## src/hdl/max_pooling_2d_window_top_macros.svh

```systemverilog
// ---------------------------------------------------------------------------
// Max pooling window - assertion macros
// Concurrent check wrappers, compiled out when NO_ASSERTIONS is defined.
// ---------------------------------------------------------------------------
`ifndef MAX_POOLING_2D_WINDOW_TOP_MACROS_SVH
`define MAX_POOLING_2D_WINDOW_TOP_MACROS_SVH
`ifndef NO_ASSERTIONS
// check under reset qualification
`define MP2D_ASSERT(lbl, prop, msg) \
   lbl: assert property (@(posedge clock) disable iff (reset) (prop)) else $error(msg);
// check that also holds during reset
`define MP2D_ASSERT_ALWAYS(lbl, prop, msg) \
   lbl: assert property (@(posedge clock) (prop)) else $error(msg);
`else
`define MP2D_ASSERT(lbl, prop, msg)
`define MP2D_ASSERT_ALWAYS(lbl, prop, msg)
`endif
`endif

```

## src/hdl/mp2d_pkg.sv

```systemverilog
// ---------------------------------------------------------------------------
// Max pooling window - package
// Sizes, register indexes, shared types and window span helpers.
// ---------------------------------------------------------------------------
package mp2d_pkg;

   localparam int MAX_HEIGHT  = 256;
   localparam int MAX_WIDTH   = 256;
   localparam int MAX_KERNEL  = 8;
   localparam int SAMPLE_BITS = 16;
   localparam int MAX_RESULTS = 64;

   localparam int KROW_BITS   = $clog2(MAX_KERNEL);
   localparam int COL_BITS    = $clog2(MAX_WIDTH);
   localparam int ADDR_BITS   = KROW_BITS + COL_BITS;
   localparam int STORE_DEPTH = MAX_KERNEL * MAX_WIDTH;

   localparam logic [3:0] REG_IMAGE_HEIGHT  = 4'd0;
   localparam logic [3:0] REG_IMAGE_WIDTH   = 4'd1;
   localparam logic [3:0] REG_WINDOW_HEIGHT = 4'd2;
   localparam logic [3:0] REG_WINDOW_WIDTH  = 4'd3;
   localparam logic [3:0] REG_STEP_ROWS     = 4'd4;
   localparam logic [3:0] REG_STEP_COLS     = 4'd5;
   localparam logic [3:0] REG_BORDER_ROWS   = 4'd6;
   localparam logic [3:0] REG_BORDER_COLS   = 4'd7;

   localparam logic signed [SAMPLE_BITS-1:0] SAMPLE_MIN =
      {1'b1, {(SAMPLE_BITS-1){1'b0}}};

   typedef logic signed [13:0] pos_type;

   typedef struct packed {
      logic [8:0] eff_h;
      logic [8:0] eff_w;
      logic [3:0] kh;
      logic [3:0] kw;
      logic [3:0] sh;
      logic [3:0] sw;
      logic [2:0] ph;
      logic [2:0] pw;
      logic [8:0] out_h;
      logic [8:0] out_w;
      logic       busy;
   } cfg_type;

   typedef enum logic [3:0] {
      ST_IDLE, ST_ROW, ST_COL, ST_SCAN, ST_DRAIN, ST_EMIT,
      ST_FLUSH, ST_ADVW, ST_ADVH, ST_NEXT
   } eng_state_type;

   typedef enum logic {
      CS_IDLE, CS_CALC
   } cfg_state_type;

   // end of clipped window span (exclusive)
   function automatic pos_type win_hi(pos_type st, logic [3:0] k, logic [8:0] n);
      pos_type e;
      pos_type nn;
      e  = st + $signed({10'b0, k});
      nn = $signed({5'b0, n});
      return (e > nn) ? nn : e;
   endfunction

   function automatic pos_type win_lo(pos_type st);
      return (st < 0) ? pos_type'(0) : st;
   endfunction

   // last covered position, clamped into the image
   function automatic logic [7:0] win_trig(pos_type st, logic [3:0] k, logic [8:0] n);
      pos_type t;
      t = win_hi(st, k, n) - pos_type'(1);
      return (t < 0) ? 8'd0 : t[7:0];
   endfunction

endpackage

```

## src/hdl/mp2d_cfg.sv

```systemverilog
// ---------------------------------------------------------------------------
// Max pooling window - register file
// Holds the setup registers and sizes the pooled plane with a shared adder.
// ---------------------------------------------------------------------------
module mp2d_cfg import mp2d_pkg::*; (
   input  logic       clock,
   input  logic       reset,
   input  logic       csr_valid,
   output logic       csr_ready,
   input  logic [3:0] csr_index,
   input  logic [8:0] csr_wdata,
   output cfg_type    cfg
);

   logic [8:0] ih_ff, iw_ff;
   logic [3:0] kh_ff, kw_ff, sh_ff, sw_ff;
   logic [2:0] bh_ff, bw_ff;
   logic [8:0] oh_ff, ow_ff;
   logic       sel_ff;
   logic [9:0] acc_ff;
   logic [8:0] q_ff;
   cfg_state_type state_ff, state_in;

   logic       wr_known;
   logic [8:0] eh, ew;
   logic [3:0] ekh, ekw, esh, esw;
   logic [8:0] n;
   logic [3:0] k, s;
   logic [2:0] p;
   logic signed [10:0] num;
   logic       finish, anypad;
   logic [8:0] len;

   assign csr_ready = 1'b1;
   assign wr_known  = csr_valid && (csr_index <= REG_BORDER_COLS);

   always_comb begin
      eh  = (ih_ff == 9'd0) ? 9'd1 : ((ih_ff > 9'(MAX_HEIGHT)) ? 9'(MAX_HEIGHT) : ih_ff);
      ew  = (iw_ff == 9'd0) ? 9'd1 : ((iw_ff > 9'(MAX_WIDTH)) ? 9'(MAX_WIDTH) : iw_ff);
      ekh = (kh_ff == 4'd0) ? 4'd1 : ((kh_ff > 4'(MAX_KERNEL)) ? 4'(MAX_KERNEL) : kh_ff);
      ekw = (kw_ff == 4'd0) ? 4'd1 : ((kw_ff > 4'(MAX_KERNEL)) ? 4'(MAX_KERNEL) : kw_ff);
      esh = (sh_ff == 4'd0) ? 4'd1 : sh_ff;
      esw = (sw_ff == 4'd0) ? 4'd1 : sw_ff;
   end

   // shared sizing unit: one dimension at a time
   always_comb begin
      n      = sel_ff ? ew : eh;
      k      = sel_ff ? ekw : ekh;
      s      = sel_ff ? esw : esh;
      p      = sel_ff ? bw_ff : bh_ff;
      anypad = (bh_ff != 3'd0) || (bw_ff != 3'd0);
      num    = $signed({2'b0, n}) + $signed({7'b0, p, 1'b0}) - $signed({7'b0, k});
      finish = (num < 0) || ($signed({1'b0, acc_ff}) >= num);
      if (num < 0) begin
         len = ((-num) < $signed({7'b0, s})) ? 9'd1 : 9'd0;
      end else if (anypad && (acc_ff >= ({1'b0, n} + {7'b0, p}))) begin
         len = q_ff;
      end else begin
         len = q_ff + 9'd1;
      end
   end

   always_comb begin
      state_in = state_ff;
      unique case (state_ff)
         CS_IDLE: if (wr_known) state_in = CS_CALC;
         CS_CALC: if (!wr_known && finish && sel_ff) state_in = CS_IDLE;
         default: state_in = CS_IDLE;
      endcase
   end

   always_ff @(posedge clock) begin
      if (reset) begin
         state_ff <= CS_CALC;
         ih_ff <= 9'd8;  iw_ff <= 9'd8;
         kh_ff <= 4'd2;  kw_ff <= 4'd2;
         sh_ff <= 4'd2;  sw_ff <= 4'd2;
         bh_ff <= 3'd0;  bw_ff <= 3'd0;
         sel_ff <= 1'b0; acc_ff <= '0; q_ff <= '0;
         oh_ff <= '0;    ow_ff <= '0;
      end else begin
         state_ff <= state_in;
         if (wr_known) begin
            unique case (csr_index)
               REG_IMAGE_HEIGHT:  ih_ff <= csr_wdata;
               REG_IMAGE_WIDTH:   iw_ff <= csr_wdata;
               REG_WINDOW_HEIGHT: kh_ff <= csr_wdata[3:0];
               REG_WINDOW_WIDTH:  kw_ff <= csr_wdata[3:0];
               REG_STEP_ROWS:     sh_ff <= csr_wdata[3:0];
               REG_STEP_COLS:     sw_ff <= csr_wdata[3:0];
               REG_BORDER_ROWS:   bh_ff <= csr_wdata[2:0];
               REG_BORDER_COLS:   bw_ff <= csr_wdata[2:0];
               default: ;
            endcase
            sel_ff <= 1'b0;
            acc_ff <= '0;
            q_ff   <= '0;
         end else if (state_ff == CS_CALC) begin
            if (finish) begin
               if (sel_ff) ow_ff <= len;
               else        oh_ff <= len;
               sel_ff <= 1'b1;
               acc_ff <= '0;
               q_ff   <= '0;
            end else begin
               acc_ff <= acc_ff + {6'b0, s};
               q_ff   <= q_ff + 9'd1;
            end
         end
      end
   end

   always_comb begin
      cfg.eff_h = eh;   cfg.eff_w = ew;
      cfg.kh    = ekh;  cfg.kw    = ekw;
      cfg.sh    = esh;  cfg.sw    = esw;
      cfg.ph    = bh_ff; cfg.pw   = bw_ff;
      cfg.out_h = oh_ff; cfg.out_w = ow_ff;
      cfg.busy  = (state_ff == CS_CALC);
   end

endmodule

```

## config.mk

```make
export PLATFORM = sky130hd
export DESIGN_NAME = mp2d_cfg
export DESIGN_NICKNAME = d
export VERILOG_FILES = /design/src/hdl/max_pooling_2d_window_top_macros.svh /design/src/hdl/mp2d_pkg.sv /design/src/hdl/mp2d_cfg.sv
export SDC_FILE = /design/constraint.sdc
export NUM_CORES = 1
export LEC_CHECK = 0
export BUFFER_PORTS_ARGS = -buffer_cell sky130_fd_sc_hd__buf_2
export CORE_AREA = 2 2 93 113
export CTS_CLUSTER_SIZE = 8
export DETAILED_ROUTE_END_ITERATION = 8
export DIE_AREA = 0 0 95 115
export GPL_TIMING_DRIVEN = 0
export MAX_ROUTING_LAYER = met4
export PLACE_DENSITY = 0.79
export SYNTH_ARGS = -nofsm -noshare
export SYNTH_HDL_FRONTEND = slang
export SYNTH_SLANG_ARGS = --single-unit
```

## constraint.sdc

```tcl
create_clock -name clock -period 16.7 [get_ports clock]
set_input_delay 1.67 -clock clock [delete_from_list [all_inputs] [get_ports clock]]
set_output_delay 1.67 -clock clock [all_outputs]
set_load 0.01 [all_outputs]
```

==> results.rst <==
.. list-table::
   :header-rows: 1

   * - Metric
     - Value
   * - Result of the run
     - finished clean
   * - Largest cells by area after synthesis
     - sky130_fd_sc_hd__dfxtp_1 (30%), sky130_fd_sc_hd__mux2i_1 (11%), sky130_fd_sc_hd__ha_1 (11%)
   * - Core ar.
     - 9859 um2
   * - RePlAce Congestion
     - 0.8782
   * - Synth Net Count
     - between 600 and 700
   * - Initial core utilization
     - 53.79%
   * - Number of buffers and inverters on the critical path
     - 5
   * - Req. time, crit path
     - about 17000 ps
   * - Total number of vias
     - 4531
   * - Worst-path fanout max
     - 10
   * - Slew margin rel.
     - 45.32%
   * - Proportion of layout cells with a drive suffix above 1
     - between 10% and 20%
   * - Final Hold Fails
     - 0
   * - Total Nets Final
     - 761
   * - Number of design rule violations left after detail routing
     - 0
   * - Number of placed I/O pins
     - 76
   * - Post-DP Area
     - 5817 um2
   * - Number of buffers created by CTS
     - 9
   * - Synth Area per Inst
     - around 8.7 um2
   * - Vias in the first global route
     - roughly 4500
   * - Initial antenna violation count
     - 0
   * - Number of slew-limit violations in the final report
     - 0
   * - Number of search-and-repair iterations in the first detailed-routing pass
     - 4
   * - Max Clk Rate
     - approximately 140 MHz
   * - Y dimension of the die
     - 115 um
   * - Number of cells traversed by the worst register-to-register path
     - 22
   * - Start point of the worst min-delay path
     - oh_ff[2]
   * - Dominant delay contributor by cell family on the critical path
     - buffers and inverters
   * - Aggregate global-route resource usage
     - 25.70%
   * - Fin Clk Skew
     - 7.525 ps
   * - Crit share post-route
     - 41.33%
   * - TritonCTS clock tree
     - done
   * - Resized Gates After CTS
     - 0
   * - Max cap viols
     - 0
   * - Die area
     - ~11000 um2
   * - Count of buffers inserted at the top-level ports
     - 71
   * - Cells traversed along the worst timing path
     - clkbuf_1, buf_1, buf_1, o21ai_0, fa_1, ha_1, fa_1, a211oi_1, o21bai_1, a21oi_1, xor2_1, ha_1, o21ai_1, a2111oi_0, or2_1, o221ai_1, a211oi_1, or4_4, buf_6, nand4_1, buf_4, mux2_1
   * - Finish-stage setup viols
     - 0
   * - Kind of start point of the critical path
     - register
   * - Pin slew with the least headroom to its limit
     - 813.9 ps
   * - Arrival time of data at the critical path endpoint
     - 7130 ps
   * - Post-layout min period
     - between 6000 and 7000 ps
   * - FF-to-FF setup slack
     - roughly 9800 ps
   * - Count of flip-flops with a built-in enable after synthesis
     - 0
   * - Diode count
     - 0
   * - Number of register bits inferred by synthesis
     - 79
   * - Root Buffer Master
     - sky130_fd_sc_hd__clkbuf_16
   * - Hold path cells
     - 2
   * - Commonest cells in the netlist
     - sky130_fd_sc_hd__dfxtp_1 (79), sky130_fd_sc_hd__nor2_1 (77), sky130_fd_sc_hd__mux2i_1 (59)
   * - DIE WIDTH
     - roughly 95 um
   * - Power Dens Cells
     - roughly 81 nW/um2
   * - Total of hold buffers inserted after clock tree synthesis
     - 0
   * - Total negative setup slack
     - 0 ps
   * - HPWL Detailed
     - ~10 mm
   * - Worst r2r src
     - sel_ff
   * - Average wire per standard cell
     - ~15 um
   * - Clock latency at the later pin of the worst-skew pair
     - around 340 ps
   * - Worst hold endpoint
     - oh_ff[2]
   * - CP startpoint
     - sel_ff
   * - Fraction of post-synthesis cell area in the top cell type by area
     - 29.82%
   * - Number of distinct library cells after synthesis
     - 60
   * - Slowest CP cell
     - sky130_fd_sc_hd__buf_1
   * - Fillcell total
     - ~840
   * - Primary flip-flop cell chosen by synthesis mapping
     - sky130_fd_sc_hd__dfxtp_1
   * - Count of mapped cells out of synthesis
     - approximately 610
   * - Wire length of the first global-routing pass
     - about 21 mm
   * - Most frequently used cell type in the post-synthesis netlist
     - sky130_fd_sc_hd__dfxtp_1
   * - Type of element capturing the critical path
     - register
   * - Class of the worst hold path
     - reg2reg
   * - Maximum single-stage delay on the critical path
     - 610 ps
   * - Maximum clock path buffer count
     - 2
   * - Clock Sink Count
     - 79
   * - Number of warnings printed during yosys synthesis
     - 0
   * - Finished layout cell area
     - 6112 um2
   * - Placement Rows
     - 40
   * - Register area share after synthesis
     - between 20% and 30%
   * - Leakage power total
     - between 2 and 3 nW
   * - Setup repair after global routing missed its margin
     - false
   * - Fraction of registers with async set or reset after synthesis
     - 0%
   * - Min setup slack post-route
     - 9798 ps
   * - Pin count of the biggest net entering global routing
     - 14
   * - Via/cell ratio
     - 5.492
   * - Clock edge transition at the registers on the reported setup and hold paths
     - 60 ps
   * - Worst supply voltage drop on vdd
     - about 0.000049 V
   * - Starting DRC count in detailed routing
     - 165
   * - Level count of the clock H-tree
     - 3
   * - Worst Setup Slack post-DPL
     - 9784 ps
   * - Layout area overhead
     - 15.24%
   * - Summed instance area of the synthesized netlist
     - 5304 um2
   * - Critical register-to-register path endpoint
     - ow_ff[0]
   * - Remaining Overflow, GRT
     - 0
   * - Worst setup path class
     - reg2reg
   * - Top cell type by total area after synthesis
     - sky130_fd_sc_hd__dfxtp_1
   * - Post-CTS setup-driven buffer insertion count
     - 0
   * - Remaining antenna violation count
     - 0
   * - Total wire length after detailed routing
     - 12.69 mm
-- worst max path at each step --
stage                          end  cells past startpoint
after floorplan           oh_ff[0]                     22
after global placement    ow_ff[0]                     22
after detailed placement  ow_ff[0]                     22
after CTS                 ow_ff[0]                     22
after global routing      ow_ff[0]                     22
final                     ow_ff[0]                     22
-- through the flow --
step	instances	power, mW	hold slack, ps	utilization (%)
2_1_floorplan	612	0.2762	451.1	-
3_3_place_gp	809	0.3000	456.4	59.00
3_5_place_dp	809	0.3029	465.7	59.00
4_1_cts	825	0.4941	475.4	61.99
5_1_grt	825	0.5146	490.9	61.99
6_report	825	0.4925	474.5	61.99
-- cell usage in the layout (no fill, tap or decap), types with 14 or more instances in the layout --
cell,count
sky130_fd_sc_hd__a21oi_1,19
sky130_fd_sc_hd__a21o_1,15
sky130_fd_sc_hd__xnor2_1,22
sky130_fd_sc_hd__mux2i_1,59
sky130_fd_sc_hd__inv_1,30
sky130_fd_sc_hd__nand3_1,14
sky130_fd_sc_hd__dfxtp_1,79
sky130_fd_sc_hd__buf_2,71
sky130_fd_sc_hd__ha_1,45
sky130_fd_sc_hd__nand2b_1,33
sky130_fd_sc_hd__nor2_1,77
sky130_fd_sc_hd__nor2b_1,27
sky130_fd_sc_hd__clkbuf_1,32
sky130_fd_sc_hd__nand2_1,28
-- routing by layer --
layer / GRT usage [%] / part of all wire [%] / vias to the layer above
met2: 44.73 / 51 / 123
met1: 28.84 / 43 / 2123
met3: 3.473 / 4.4 / 27
met4: 12.17 / 2.4 / 0
li1: - / - / 2258
met5: - / 0 / -
-- worst reg2reg max path, cell delays in order, from the launching register on --
cell	delay (ps)
sky130_fd_sc_hd__dfxtp_1	300
sky130_fd_sc_hd__clkbuf_1	440
sky130_fd_sc_hd__buf_1	610
sky130_fd_sc_hd__buf_1	540
sky130_fd_sc_hd__o21ai_0	350
sky130_fd_sc_hd__fa_1	530
sky130_fd_sc_hd__ha_1	240
sky130_fd_sc_hd__fa_1	440
sky130_fd_sc_hd__a211oi_1	260
sky130_fd_sc_hd__o21bai_1	130
sky130_fd_sc_hd__a21oi_1	180
sky130_fd_sc_hd__xor2_1	290
sky130_fd_sc_hd__ha_1	320
sky130_fd_sc_hd__o21ai_1	120
sky130_fd_sc_hd__a2111oi_0	90
sky130_fd_sc_hd__or2_1	270
sky130_fd_sc_hd__o221ai_1	250
sky130_fd_sc_hd__a211oi_1	130
sky130_fd_sc_hd__or4_4	500
sky130_fd_sc_hd__buf_6	150
sky130_fd_sc_hd__nand4_1	90
sky130_fd_sc_hd__buf_4	220
sky130_fd_sc_hd__mux2_1	340
-- state kept, by name, indices dropped and copies added, names as in the netlist --
register and count:
acc_ff 10, bh_ff 3, bw_ff 3, ih_ff 9
iw_ff 9, kh_ff 4, kw_ff 4, oh_ff 9
ow_ff 9, q_ff 9, sel_ff 1, sh_ff 4
state_ff 1, sw_ff 4
-- kinds of logic after synthesis --
kind of cell / synth area share [%]
DFF: 29.82
and+or+nand+nor: 22.22
AOI/OAI and AO/OA: 10.92
xor gates and xnor gates: 4.954
buffers and inverters: 5.308
muxes: 13.82
other: 0.07070
adders and majority gates: 12.88
-- layout make-up --
class                      count  area [um2]  area share, %
buffer                        38       168.9          2.764
clock buffer                  13       270.3          4.422
clock inverter                 3       25.02         0.4094
inverter                      30       112.6          1.842
multi-input combinational    465        3441          56.29
sequential                    79        1582          25.88
tap                          126       157.7          2.579
timing repair buffer          71       355.3          5.814
-- power breakdown --
group	internal, mW	switching [mW]
registers	0.193	0.00437
clock network	0.114	0.0795
logic	0.0437	0.0579
Power figures use the tool's default switching activity.
