==> config.mk <==
export PLATFORM = sky130hd
export DESIGN_NAME = mp2d_engine
export DESIGN_NICKNAME = d
export VERILOG_FILES = /design/src/hdl/mp2d_pkg.sv /design/src/hdl/mp2d_engine.sv
export VERILOG_INCLUDE_DIRS = /design/src /design/src/hdl
export SDC_FILE = /design/constraint.sdc
export NUM_CORES = 1
export LEC_CHECK = 0
export ABC_AREA = 1
export ABC_CLOCK_PERIOD_IN_PS = 9220
export BUFFER_PORTS_ARGS = -buffer_cell sky130_fd_sc_hd__buf_2
export CORE_UTILIZATION = 57
export CTS_BUF_LIST = sky130_fd_sc_hd__clkbuf_8
export CTS_CLUSTER_DIAMETER = 200
export DETAILED_ROUTE_END_ITERATION = 8
export PLACE_DENSITY = 0.76
export SETUP_SLACK_MARGIN = 0.05
export SLEW_MARGIN = 40
export SYNTH_ARGS = -nofsm -noshare
export SYNTH_HDL_FRONTEND = slang
export SYNTH_SLANG_ARGS = --single-unit
==> constraint.sdc <==
create_clock -name clock -period 9.22 [get_ports clock]
set_clock_uncertainty 0.1 [all_clocks]
set_input_delay 1.383 -clock clock [delete_from_list [all_inputs] [get_ports clock]]
set_output_delay 1.383 -clock clock [all_outputs]
set_load 0.05 [all_outputs]
==> src/hdl/max_pooling_2d_window_top_macros.svh <==
// ---------------------------------------------------------------------------
// Max pooling window - assertion macros
// Concurrent check wrappers, compiled out when NO_ASSERTIONS is defined.
// ---------------------------------------------------------------------------
`ifndef MAX_POOLING_2D_WINDOW_TOP_MACROS_SVH
`define MAX_POOLING_2D_WINDOW_TOP_MACROS_SVH
`ifndef NO_ASSERTIONS
// check under reset qualification
`define MP2D_ASSERT(lbl, prop, msg) \
   lbl: assert property (@(posedge clock) disable iff (reset) (prop)) else $error(msg);
// check that also holds during reset
`define MP2D_ASSERT_ALWAYS(lbl, prop, msg) \
   lbl: assert property (@(posedge clock) (prop)) else $error(msg);
`else
`define MP2D_ASSERT(lbl, prop, msg)
`define MP2D_ASSERT_ALWAYS(lbl, prop, msg)
`endif
`endif

==> src/hdl/mp2d_pkg.sv <==
// ---------------------------------------------------------------------------
// Max pooling window - package
// Sizes, register indexes, shared types and window span helpers.
// ---------------------------------------------------------------------------
package mp2d_pkg;

   localparam int MAX_HEIGHT  = 256;
   localparam int MAX_WIDTH   = 256;
   localparam int MAX_KERNEL  = 8;
   localparam int SAMPLE_BITS = 16;
   localparam int MAX_RESULTS = 64;

   localparam int KROW_BITS   = $clog2(MAX_KERNEL);
   localparam int COL_BITS    = $clog2(MAX_WIDTH);
   localparam int ADDR_BITS   = KROW_BITS + COL_BITS;
   localparam int STORE_DEPTH = MAX_KERNEL * MAX_WIDTH;

   localparam logic [3:0] REG_IMAGE_HEIGHT  = 4'd0;
   localparam logic [3:0] REG_IMAGE_WIDTH   = 4'd1;
   localparam logic [3:0] REG_WINDOW_HEIGHT = 4'd2;
   localparam logic [3:0] REG_WINDOW_WIDTH  = 4'd3;
   localparam logic [3:0] REG_STEP_ROWS     = 4'd4;
   localparam logic [3:0] REG_STEP_COLS     = 4'd5;
   localparam logic [3:0] REG_BORDER_ROWS   = 4'd6;
   localparam logic [3:0] REG_BORDER_COLS   = 4'd7;

   localparam logic signed [SAMPLE_BITS-1:0] SAMPLE_MIN =
      {1'b1, {(SAMPLE_BITS-1){1'b0}}};

   typedef logic signed [13:0] pos_type;

   typedef struct packed {
      logic [8:0] eff_h;
      logic [8:0] eff_w;
      logic [3:0] kh;
      logic [3:0] kw;
      logic [3:0] sh;
      logic [3:0] sw;
      logic [2:0] ph;
      logic [2:0] pw;
      logic [8:0] out_h;
      logic [8:0] out_w;
      logic       busy;
   } cfg_type;

   typedef enum logic [3:0] {
      ST_IDLE, ST_ROW, ST_COL, ST_SCAN, ST_DRAIN, ST_EMIT,
      ST_FLUSH, ST_ADVW, ST_ADVH, ST_NEXT
   } eng_state_type;

   typedef enum logic {
      CS_IDLE, CS_CALC
   } cfg_state_type;

   // end of clipped window span (exclusive)
   function automatic pos_type win_hi(pos_type st, logic [3:0] k, logic [8:0] n);
      pos_type e;
      pos_type nn;
      e  = st + $signed({10'b0, k});
      nn = $signed({5'b0, n});
      return (e > nn) ? nn : e;
   endfunction

   function automatic pos_type win_lo(pos_type st);
      return (st < 0) ? pos_type'(0) : st;
   endfunction

   // last covered position, clamped into the image
   function automatic logic [7:0] win_trig(pos_type st, logic [3:0] k, logic [8:0] n);
      pos_type t;
      t = win_hi(st, k, n) - pos_type'(1);
      return (t < 0) ? 8'd0 : t[7:0];
   endfunction

endpackage

==> src/hdl/mp2d_engine.sv <==
// ---------------------------------------------------------------------------
// Max pooling window - window engine
// Finds the windows a pixel completes and scans each with one comparator.
// ---------------------------------------------------------------------------
`include "max_pooling_2d_window_top_macros.svh"
module mp2d_engine import mp2d_pkg::*; (
   input  logic                          clock,
   input  logic                          reset,
   input  cfg_type                       cfg,
   input  logic                          req_valid,
   output logic                          req_stall,
   input  logic                          req_final_sample,
   output logic                          wr_en,
   output logic [ADDR_BITS-1:0]          wr_addr,
   output logic                          rd_en,
   output logic [ADDR_BITS-1:0]          rd_addr,
   input  logic signed [SAMPLE_BITS-1:0] rd_data,
   output logic                          rsp_valid,
   input  logic                          rsp_stall,
   output logic signed [SAMPLE_BITS-1:0] rsp_pooled_value,
   output logic [8:0]                    rsp_pooled_row,
   output logic [8:0]                    rsp_pooled_col,
   output logic                          rsp_run_last,
   output logic                          rsp_plane_last,
   output logic                          rsp_tensor_last
);

   eng_state_type state_ff, state_in;

   logic [7:0] r_ff, c_ff, y_ff, x_ff;
   logic [8:0] ph_base_ff, pw_base_ff, ph_ff, pw_ff;
   pos_type    sth_base_ff, stw_base_ff, sth_ff, stw_ff;
   logic [6:0] cnt_ff;
   logic signed [SAMPLE_BITS-1:0] best_ff;
   logic       fin_ff, rd_vld_ff;

   logic       pend_ff, pend_pl_ff, pend_tl_ff;
   logic signed [SAMPLE_BITS-1:0] pend_val_ff;
   logic [8:0] pend_row_ff, pend_col_ff;

   logic       out_vld_ff, out_last_ff, out_pl_ff, out_tl_ff;
   logic signed [SAMPLE_BITS-1:0] out_val_ff;
   logic [8:0] out_row_ff, out_col_ff;

   // shared trigger unit
   pos_type    t_st;
   logic [3:0] t_k;
   logic [8:0] t_n, t_idx, t_len;
   logic [7:0] t_pos;
   logic       cand;

   pos_type    hlo, hhi, wlo, whi;
   logic       win_empty, scan_row_end, scan_end;
   logic       slot_free, accept, row_end, plane_end;
   logic       new_pl;

   always_comb begin
      case (state_ff)
         ST_COL: begin
            t_st = stw_ff; t_k = cfg.kw; t_n = cfg.eff_w; t_pos = c_ff;
            t_idx = pw_ff; t_len = cfg.out_w;
         end
         ST_ADVW: begin
            t_st = stw_base_ff; t_k = cfg.kw; t_n = cfg.eff_w; t_pos = c_ff;
            t_idx = pw_base_ff; t_len = cfg.out_w;
         end
         ST_ADVH: begin
            t_st = sth_base_ff; t_k = cfg.kh; t_n = cfg.eff_h; t_pos = r_ff;
            t_idx = ph_base_ff; t_len = cfg.out_h;
         end
         default: begin
            t_st = sth_ff; t_k = cfg.kh; t_n = cfg.eff_h; t_pos = r_ff;
            t_idx = ph_ff; t_len = cfg.out_h;
         end
      endcase
      cand = (t_idx < t_len) && (win_trig(t_st, t_k, t_n) == t_pos);
   end

   always_comb begin
      hlo = win_lo(sth_ff);
      hhi = win_hi(sth_ff, cfg.kh, cfg.eff_h);
      wlo = win_lo(stw_ff);
      whi = win_hi(stw_ff, cfg.kw, cfg.eff_w);
      win_empty    = (hhi <= hlo) || (whi <= wlo);
      scan_row_end = ({6'b0, x_ff} == whi - pos_type'(1));
      scan_end     = scan_row_end && ({6'b0, y_ff} == hhi - pos_type'(1));
      row_end      = ({1'b0, c_ff} == cfg.eff_w - 9'd1);
      plane_end    = ({1'b0, r_ff} == cfg.eff_h - 9'd1);
      new_pl       = (ph_ff == cfg.out_h - 9'd1) && (pw_ff == cfg.out_w - 9'd1);
   end

   // outputs of the sequencer
   always_comb begin
      req_stall = cfg.busy || (state_ff != ST_IDLE);
      accept    = req_valid && !req_stall;
      slot_free = !out_vld_ff || !rsp_stall;
      wr_en     = accept;
      wr_addr   = {r_ff[KROW_BITS-1:0], c_ff[COL_BITS-1:0]};
      rd_en     = (state_ff == ST_SCAN);
      rd_addr   = {y_ff[KROW_BITS-1:0], x_ff[COL_BITS-1:0]};
   end

   always_comb begin
      state_in = state_ff;
      unique case (state_ff)
         ST_IDLE:  if (accept) state_in = ST_ROW;
         ST_ROW:   state_in = cand ? ST_COL : ST_FLUSH;
         ST_COL: begin
            if (cnt_ff == 7'(MAX_RESULTS)) state_in = ST_FLUSH;
            else if (!cand)                state_in = ST_ROW;
            else if (win_empty)            state_in = ST_EMIT;
            else                           state_in = ST_SCAN;
         end
         ST_SCAN:  if (scan_end) state_in = ST_DRAIN;
         ST_DRAIN: state_in = ST_EMIT;
         ST_EMIT:  if (!pend_ff || slot_free) state_in = ST_COL;
         ST_FLUSH: if (!pend_ff || slot_free) state_in = ST_ADVW;
         ST_ADVW:  if (!cand) state_in = row_end ? ST_ADVH : ST_NEXT;
         ST_ADVH:  if (!cand) state_in = ST_NEXT;
         ST_NEXT:  state_in = ST_IDLE;
         default:  state_in = ST_IDLE;
      endcase
   end

   always_ff @(posedge clock) begin
      if (reset) begin
         state_ff   <= ST_IDLE;
         out_vld_ff <= 1'b0;
         pend_ff    <= 1'b0;
         rd_vld_ff  <= 1'b0;
         r_ff <= '0; c_ff <= '0;
         ph_base_ff <= '0; pw_base_ff <= '0;
         sth_base_ff <= '0; stw_base_ff <= '0;
         cnt_ff <= '0;
      end else begin
         state_ff  <= state_in;
         rd_vld_ff <= rd_en;
         if (out_vld_ff && !rsp_stall) out_vld_ff <= 1'b0;
         if (cfg.busy) begin
            // restart the plane at its first pixel
            r_ff <= '0; c_ff <= '0;
            ph_base_ff <= '0; pw_base_ff <= '0;
            sth_base_ff <= -$signed({11'b0, cfg.ph});
            stw_base_ff <= -$signed({11'b0, cfg.pw});
         end
         if (rd_vld_ff && (rd_data > best_ff)) best_ff <= rd_data;
         unique case (state_ff)
            ST_IDLE: begin
               if (accept) begin
                  fin_ff <= req_final_sample;
                  ph_ff  <= ph_base_ff;
                  sth_ff <= sth_base_ff;
                  cnt_ff <= '0;
               end
            end
            ST_ROW: begin
               pw_ff  <= pw_base_ff;
               stw_ff <= stw_base_ff;
            end
            ST_COL: begin
               best_ff <= SAMPLE_MIN;
               y_ff    <= hlo[7:0];
               x_ff    <= wlo[7:0];
               if (!cand) begin
                  ph_ff  <= ph_ff + 9'd1;
                  sth_ff <= sth_ff + $signed({10'b0, cfg.sh});
               end
            end
            ST_SCAN: begin
               if (scan_row_end) begin
                  x_ff <= wlo[7:0];
                  y_ff <= y_ff + 8'd1;
               end else begin
                  x_ff <= x_ff + 8'd1;
               end
            end
            ST_EMIT: begin
               if (!pend_ff || slot_free) begin
                  // hand the held result on, hold the new one
                  if (pend_ff) begin
                     out_vld_ff  <= 1'b1;
                     out_val_ff  <= pend_val_ff;
                     out_row_ff  <= pend_row_ff;
                     out_col_ff  <= pend_col_ff;
                     out_pl_ff   <= pend_pl_ff;
                     out_tl_ff   <= pend_tl_ff;
                     out_last_ff <= 1'b0;
                  end
                  pend_ff     <= 1'b1;
                  pend_val_ff <= best_ff;
                  pend_row_ff <= ph_ff;
                  pend_col_ff <= pw_ff;
                  pend_pl_ff  <= new_pl;
                  pend_tl_ff  <= new_pl && fin_ff;
                  pw_ff  <= pw_ff + 9'd1;
                  stw_ff <= stw_ff + $signed({10'b0, cfg.sw});
                  cnt_ff <= cnt_ff + 7'd1;
               end
            end
            ST_FLUSH: begin
               if (pend_ff && slot_free) begin
                  out_vld_ff  <= 1'b1;
                  out_val_ff  <= pend_val_ff;
                  out_row_ff  <= pend_row_ff;
                  out_col_ff  <= pend_col_ff;
                  out_pl_ff   <= pend_pl_ff;
                  out_tl_ff   <= pend_tl_ff;
                  out_last_ff <= 1'b1;
                  pend_ff     <= 1'b0;
               end
            end
            ST_ADVW: begin
               if (cand) begin
                  pw_base_ff  <= pw_base_ff + 9'd1;
                  stw_base_ff <= stw_base_ff + $signed({10'b0, cfg.sw});
               end
            end
            ST_ADVH: begin
               if (cand) begin
                  ph_base_ff  <= ph_base_ff + 9'd1;
                  sth_base_ff <= sth_base_ff + $signed({10'b0, cfg.sh});
               end
            end
            ST_NEXT: begin
               if (row_end || fin_ff) begin
                  c_ff <= '0;
                  pw_base_ff  <= '0;
                  stw_base_ff <= -$signed({11'b0, cfg.pw});
                  if (plane_end || fin_ff) begin
                     r_ff <= '0;
                     ph_base_ff  <= '0;
                     sth_base_ff <= -$signed({11'b0, cfg.ph});
                  end else begin
                     r_ff <= r_ff + 8'd1;
                  end
               end else begin
                  c_ff <= c_ff + 8'd1;
               end
            end
            default: ;
         endcase
      end
   end

   assign rsp_valid        = out_vld_ff;
   assign rsp_pooled_value = out_val_ff;
   assign rsp_pooled_row   = out_row_ff;
   assign rsp_pooled_col   = out_col_ff;
   assign rsp_run_last     = out_last_ff;
   assign rsp_plane_last   = out_pl_ff;
   assign rsp_tensor_last  = out_tl_ff;

   `MP2D_ASSERT(a_cnt_cap, cnt_ff <= 7'(MAX_RESULTS), "result count past cap")
   `MP2D_ASSERT(a_rd_from_scan, rd_vld_ff |-> $past(state_ff == ST_SCAN), "stray read data")
   `MP2D_ASSERT(a_busy_idle, cfg.busy |-> state_ff == ST_IDLE, "resize while busy")
   `MP2D_ASSERT(a_pend_clear, state_ff == ST_NEXT |-> !pend_ff, "held result left behind")

endmodule

==> results of run 1 <==
-- where the power goes --
part	internal, mW	total, mW	switching (mW)
logic	0.844	2.57	1.73
registers	1.24	1.42	0.178
clock network	0.474	0.923	0.449
total	2.56	4.91	2.35
-- sequential cells by signal (all words and copies together) (netlist names), 4 cells and up --
| name | count |
|---|---|
| sth_base_ff | 14 |
| sth_ff | 14 |
| x_ff | 8 |
| stw_ff | 14 |
| pw_base_ff | 9 |
| cnt_ff | 7 |
| c_ff | 8 |
| pend_val_ff | 16 |
| y_ff | 8 |
| rsp_pooled_value | 16 |
| stw_base_ff | 14 |
| best_ff | 16 |
| state_ff | 4 |
| rsp_pooled_row | 9 |
| r_ff | 8 |
| ph_base_ff | 9 |
| ph_ff | 9 |
| pend_row_ff | 9 |
| pw_ff | 9 |
| pend_col_ff | 9 |
| rsp_pooled_col | 9 |
-- per-layer routing --
metal	share of wire	track usage
met4	0.031	0.110
met5	0.00022	0
met1	0.43	0.449
met2	0.45	0.536
met3	0.090	0.0617
-- per-stage QoR --
| step | setup WS (ns) | instance area, µm² |
|---|---|---|
| after floorplan | 1.52 | 18300 |
| final | 1.45 | 20100 |
| after global placement | 1.68 | 19300 |
| after detailed placement | 1.54 | 19400 |
| after global routing | 0.715 | 20100 |
| after CTS | 1.50 | 20100 |
-- cell usage after synthesis, drive strengths merged --
cell,number,area share
nand2,557,0.12
inv,342,0.070
nor2,268,0.060
o21ai,192,0.053
a21oi,188,0.053
nand3,181,0.051
edfxtp,152,0.25
ha,126,0.086
xor2,116,0.057
dfxtp,76,0.083
clkbuf,54,0.011
nor3,47,0.013
xnor2,35,0.017
o22ai,31,0.011
buf,30,0.011
nand4,23,0.0079
o211ai,11,0.0045
o31ai,10,0.0041
nand3b,9,0.0037
nor4,9,0.0031
a31oi,8,0.0027
fa,7,0.0077
a211oi,6,0.0025
a221oi,6,0.0038
or2,6,0.0021
clkinv,4,0.00082
o2111ai,4,0.0019
mux2,3,0.0018
mux2i,3,0.0016
nor3b,3,0.0012
o21a,3,0.0012
a221o,2,0.0011
a22oi,2,0.00082
o221ai,2,0.00096
or3b,2,0.00096
a2111oi,1,0.00048
a21boi,1,0.00041
a41oi,1,0.00048
and2,1,0.00034
o2111a,1,0.00062
o21bai,1,0.00041
or4,1,0.00041
-- cell type report --
cell class                      instances  area (µm²)  share of cell area
Clock inverter                         32         173             0.00857
Inverter                              346        1300              0.0645
Clock buffer                           44         606              0.0301
Tap cell                              402         503              0.0250
Multi-Input combinational cell       1867       10600               0.525
Antenna cell                            1        2.50            0.000124
Sequential cell                       228        6090               0.302
Timing Repair Buffer                  162         903              0.0448
-- placed cells by master (no fill, tap or decap), types with 44 or more instances in the layout --
cell type / instances
inv_1: 358
ha_1: 126
nor2_1: 249
xor2_1: 115
nand2_1: 536
edfxtp_1: 152
dfxtp_1: 76
a21oi_1: 182
buf_2: 141
clkbuf_8: 44
o21ai_0: 168
nand3_1: 176
nor3_1: 46
-- worst min path at each step --
| stage | start | depth (start not counted) | end | slack (ns) |
|---|---|---|---|---|
| after global placement | pend_val_ff[7] | 0 | rsp_pooled_value[7] | 0.30 |
| after global routing | pend_val_ff[14] | 0 | rsp_pooled_value[14] | 0.32 |
| after floorplan | pend_pl_ff | 0 | rsp_plane_last | 0.30 |
| after detailed placement | pend_row_ff[1] | 0 | rsp_pooled_row[1] | 0.30 |
| after CTS | pend_row_ff[2] | 0 | rsp_pooled_row[2] | 0.32 |
| final | pend_val_ff[14] | 0 | rsp_pooled_value[14] | 0.32 |
-- worst max-delay path: cells and delay by family, from the launching register on --
kind	cells	cell delay (ns)
buf+inv	5	0.49
fa+ha+maj	3	0.86
flops	1	0.46
simple gates	31	4.72
compound gates	6	0.82
-- cell families after synthesis --
| family | count (synthesis) | share of synthesized area |
|---|---|---|
| buffers and inverters | 430 | 0.0927 |
| AOI/OAI and AO/OA | 470 | 0.143 |
| and+or+nand+nor | 1107 | 0.262 |
| adders and majority gates | 133 | 0.0938 |
| DFF | 228 | 0.332 |
| xor gates and xnor gates | 151 | 0.0733 |
| muxes | 6 | 0.00349 |
==> metrics, run 1 <==
Slew headroom 0.422; Worst-Margin Slew 0.864 ns; worst r2r dst sth_ff[7]; Hold Crit Class flop to flop; TritonCTS Buffers 41; detailed-placement wirelength estimate 42200 µm; Syn Area/Cell 7.25 µm²; RSZ-0062 raised after global routing no; layout cells sized above 1 0.109; Max-Cap Viols 0; Mapped Cells 2525; Peak Freq 0.129 GHz; Vias 17783; fin util 0.638; largest net degree at the start of global routing 56; Tcrit/Tclk final 0.842; Synth warnings 0; post-synthesis sequential area ratio 0.332; Remaining Overflow, GRT 0; Power Dens Cells 244 mW/mm²; Post-Synthesis Cell Area 0.0183 mm²; post-synth net total 2738; core box area 0.0316 mm²; total wire length 55000 µm; fill cell count 2893; Final Wtd Congestion 0.941; IO buf count 142; WHS 0.316 ns; CP endpoint kind flop; most used cell, CP nand2_1; Worst setup endpoint sth_ff[7]; Critical path origin state_ff[3]; clk buf depth 3; fin nets 2859; CTS tree yes; initial antenna violation count 3; Layout Cells excl Fill 3082; Slew Viols, Final 0; #FFs+latches synth 228; height of the die 181 µm; DRC Markers 0; Worst R2R Setup Slack 1.45 ns; fin crit period 7.77 ns; final hold vios 0; Setup Viol. Count Final 0; Pre-antenna DRT Iters 5; Critical Path AT 7.99 ns; Max FO, Critical Path 55; CP Launch Type flop; num rows 65; DR WL/cell 17.8 µm; Critical R2R Launch state_ff[3]; post-CTS setup buffers 0; Vias per Instance 5.77; Leak 8.91 nW; cts hold-fix bufs 0; Reg clk slew, reported paths 0.06 ns; Die Area 0.0328 mm²; Clock Latency Late Sink 0.59 ns; reg2reg path depth 45; post-route total power 4.91 mW; Detailed Route Iter0 Violations 1638; worst vdd rail ir drop 0.186 mV; post-CTS sizing 0; clock root buffer clkbuf_8; number of global-route vias before repair 16515; IO Pins 143; area growth from synthesis to layout 10.0%; CTS H-tree lvls 2; first-pass GRT wire length 86500 µm; slowest CP cell nor2_8; post-route ant nets 0; die width 181 µm; Total GRT Usage 0.333; CTS sink count 228; status finished clean; CP Class flop to flop; placed cell count 3005; Required @ worst endpoint 9.44 ns; Starting Density 0.580; Yosys cell types 57; setup TNS 0 ns; Critical Path Max Stage Delay 0.59 ns
Note: power is estimated with default switching activity, not from simulation.
==> run 2: changes to the inputs <==
Settings changed: ABC_AREA 1 to 0, ABC_CLOCK_PERIOD_IN_PS 9220 to 7450.
Clock period 9.22 ns to 7.45 ns, I/O delays scaled along.
==> run 2 against run 1 <==
- non-clock buffer count is 86 higher
- critical path depth shrank 13
- sequential power rose by 22%
- first-iteration DRC count up 18%
- critical path type unchanged
- die area grew 1.5%
- combinational power is 28% higher
- clock-buffer cell count increased by 3
- synthesized cell count shrank 14%
==> metrics, run 2 <==
status finished clean (unchanged); CTS sink count 228 (unchanged); CTS H-tree lvls 2 (unchanged); worst vdd rail ir drop 0.208 mV (was 0.186 mV); first-pass GRT wire length 92100 µm (was 86500 µm); Synth warnings 0 (unchanged); Tcrit/Tclk final 0.973 (was 0.842); initial antenna violation count 3 (unchanged); Required @ worst endpoint 7.83 ns (was 9.44 ns); Peak Freq 0.138 GHz (was 0.129 GHz); Total GRT Usage 0.356 (was 0.333); Critical R2R Launch state_ff[0] (was state_ff[3]); placed cell count 2718 (was 3005); Leak 8.91 nW (about the same); layout cells sized above 1 0.181 (was 0.109); final hold vios 0 (unchanged); CTS tree yes (unchanged); most frequent cells in the layout 233 x nand2_1, 157 x nor2_1, 152 x edfxtp_1 (was 536 x nand2_1, 358 x inv_1, 249 x nor2_1); IO buf count 142 (unchanged); CP endpoint kind flop (unchanged); Worst R2R Setup Slack 0.20 ns (was 1.45 ns); reg2reg path depth 32 (was 45); clock root buffer clkbuf_8 (unchanged); met2 wire length 27600 µm (was 24800 µm); Clock Latency Late Sink 0.58 ns (was 0.59 ns); post-synth top area share 0.246 (was 0.249); Design Area, Final 0.0213 mm² (was 0.0201 mm²); Power Dens Cells 293 mW/mm² (was 244 mW/mm²); slowest CP cell or3_4 (was nor2_8); TritonCTS Buffers 42 (was 41); Max FO, Critical Path 8 (was 55); Vias per Instance 6.40 (was 5.77); Slew headroom 0.416 (was 0.422); Starting Density 0.584 (was 0.580); Remaining Overflow, GRT 0 (unchanged); Post-synth EDFFs 152 (unchanged); Critical Path AT 7.63 ns (was 7.99 ns); fraction of registers with async set/reset 0 (unchanged); DR WL/cell 21.8 µm (was 17.8 µm); CP Launch Type flop (unchanged); most common library cell in the layout ignoring fill and taps nand2_1 (unchanged); Pre-antenna DRT Iters 8 (was 5); post-synth top area cell edfxtp_1 (unchanged); Reg clk slew, reported paths 0.07 ns (was 0.06 ns); clk buf depth 3 (unchanged); fin nets 2555 (was 2859); Yosys cell types 95 (was 57); largest net degree at the start of global routing 62 (was 56); DRC Markers 0 (unchanged); post-route ant nets 0 (unchanged); Mapped Cells 2171 (was 2525); post-route total power 6.22 mW (was 4.91 mW); core box area 0.0318 mm² (was 0.0316 mm²); Final Wtd Congestion 0.993 (was 0.941); Vias 17994 (was 17783); fill cell count 2600 (was 2893); Max-Cap Viols 0 (unchanged); Detailed Route Iter0 Violations 1940 (was 1638); Syn Area/Cell 8.56 µm² (was 7.25 µm²); Hold Crit Class flop to flop (unchanged); Layout Cells excl Fill 2812 (was 3082); met1 wire length 24400 µm (was 23500 µm); max layer used met4 (was met5); area growth from synthesis to layout 14.5% (was 10.0%); total wire length 61400 µm (was 55000 µm); Die Area 0.0333 mm² (was 0.0328 mm²); Critical Path Max Stage Delay 0.53 ns (was 0.59 ns); fin crit period 7.25 ns (was 7.77 ns); height of the die 183 µm (was 181 µm); count leader, synth nand2_1 (unchanged); Area contributors post-synth edfxtp_1 25%, ha_1 8.5%, dfxtp_1 8.2% (was edfxtp_1 25%, nand2_1 11%, ha_1 8.6%); number of global-route vias before repair 16725 (was 16515); Setup Viol. Count Final 0 (unchanged); Synth Flop Type edfxtp_1 (unchanged); Slew Viols, Final 0 (unchanged); cts hold-fix bufs 0 (unchanged); worst r2r dst pw_base_ff[8] (was sth_ff[7]); placed cell area 0.0201 mm² (was 0.0194 mm²); Critical path origin state_ff[0] (was state_ff[3]); Post-Synthesis Cell Area 0.0186 mm² (was 0.0183 mm²); post-synthesis sequential area ratio 0.327 (was 0.332); Worst setup endpoint pw_base_ff[8] (was sth_ff[7]); #FFs+latches synth 228 (unchanged); DR WL met3 6440 µm (was 4940 µm); IO Pins 143 (unchanged); post-synth net total 2384 (was 2738); die width 183 µm (was 181 µm); CP Class flop to flop (unchanged); detailed-placement wirelength estimate 45400 µm (was 42200 µm); num rows 65 (unchanged); commonest cells in the netlist 234 x nand2_1, 158 x nor2_1, 154 x o21ai_0 (was 536 x nand2_1, 337 x inv_1, 251 x nor2_1); Worst-Margin Slew 0.876 ns (was 0.864 ns)
==> run 2: repair_timing <==
item                                    in CTS  in global routing
cloned                                       0                  4
setup buffers                                0                 11
pin swaps                                    0                 17
gates resized for setup                      3                 29
endpoints found under the setup margin      29                 73
hold endpoints to repair                     0                  0
==> run 2: cell type report <==
cell class	instances	area, µm²	share of cell area
multi-input combinational	1723	11800	0.556
inverter	99	372	0.0175
clock buffer	47	647	0.0304
antenna	2	5.00	0.000235
tap	435	544	0.0256
sequential	228	6100	0.287
timing repair buffer	248	1600	0.0752
clock inverter	30	173	0.00811
==> run 2: through the flow <==
step | TNS [ns] | util | hold slack [ns] | setup WS (ns)
2_1_floorplan | -0.286 | - | 0.300 | -0.0124
4_1_cts | 0 | 0.659 | 0.303 | 0.0782
5_1_grt | -0.305 | 0.669 | 0.314 | -0.0308
3_3_place_gp | 0 | 0.632 | 0.300 | 0.128
6_report | 0 | 0.669 | 0.313 | 0.200
3_5_place_dp | -0.0245 | 0.633 | 0.305 | -0.0173
==> run 2: where the power goes <==
group	internal (mW)	leakage, nW	switching (mW)
registers	1.51	2.02	0.217
logic	1.39	6.42	1.90
clock network	0.620	0.471	0.578
total	3.53	8.91	2.70
==> run 2: worst min path at each step <==
| stage | endpoint | cells after the start | start |
|---|---|---|---|
| after floorplan | rsp_plane_last | 0 | pend_pl_ff |
| after global placement | rsp_pooled_value[10] | 0 | pend_val_ff[10] |
| after detailed placement | rsp_pooled_row[3] | 0 | pend_row_ff[3] |
| after CTS | rsp_pooled_col[1] | 0 | pend_col_ff[1] |
| after global routing | rsp_pooled_col[1] | 0 | pend_col_ff[1] |
| final | rsp_pooled_col[1] | 0 | pend_col_ff[1] |
==> run 2: worst max-delay path, delay by kind of cell, from the launching register on <==
kind	cells	cell delay, ns
AOI/OAI and AO/OA	12	2.16
xor gates and xnor gates	3	0.42
adders and majority gates	3	0.62
buffers and inverters	3	0.32
DFF	1	0.41
muxes	2	0.57
and+or+nand+nor	9	2.53
==> run 2: routing by layer <==
metal / vias up / GRT usage
met4: 0 / 0.159
met1: 8502 / 0.460
li1: 8240 / -
met2: 1037 / 0.577
met3: 215 / 0.0688
met5: - / 0
==> run 2: cell families (layout without fill, tap and decap cells) <==
group	after synthesis	in the layout	synth area share
AOI/OAI and AO/OA	526	526	0.182
muxes	98	98	0.0553
adders and majority gates	133	133	0.0924
buffers and inverters	220	424	0.0502
DFF	228	228	0.327
other	0	2	0
and+or+nand+nor	814	814	0.221
xor gates and xnor gates	152	152	0.0716
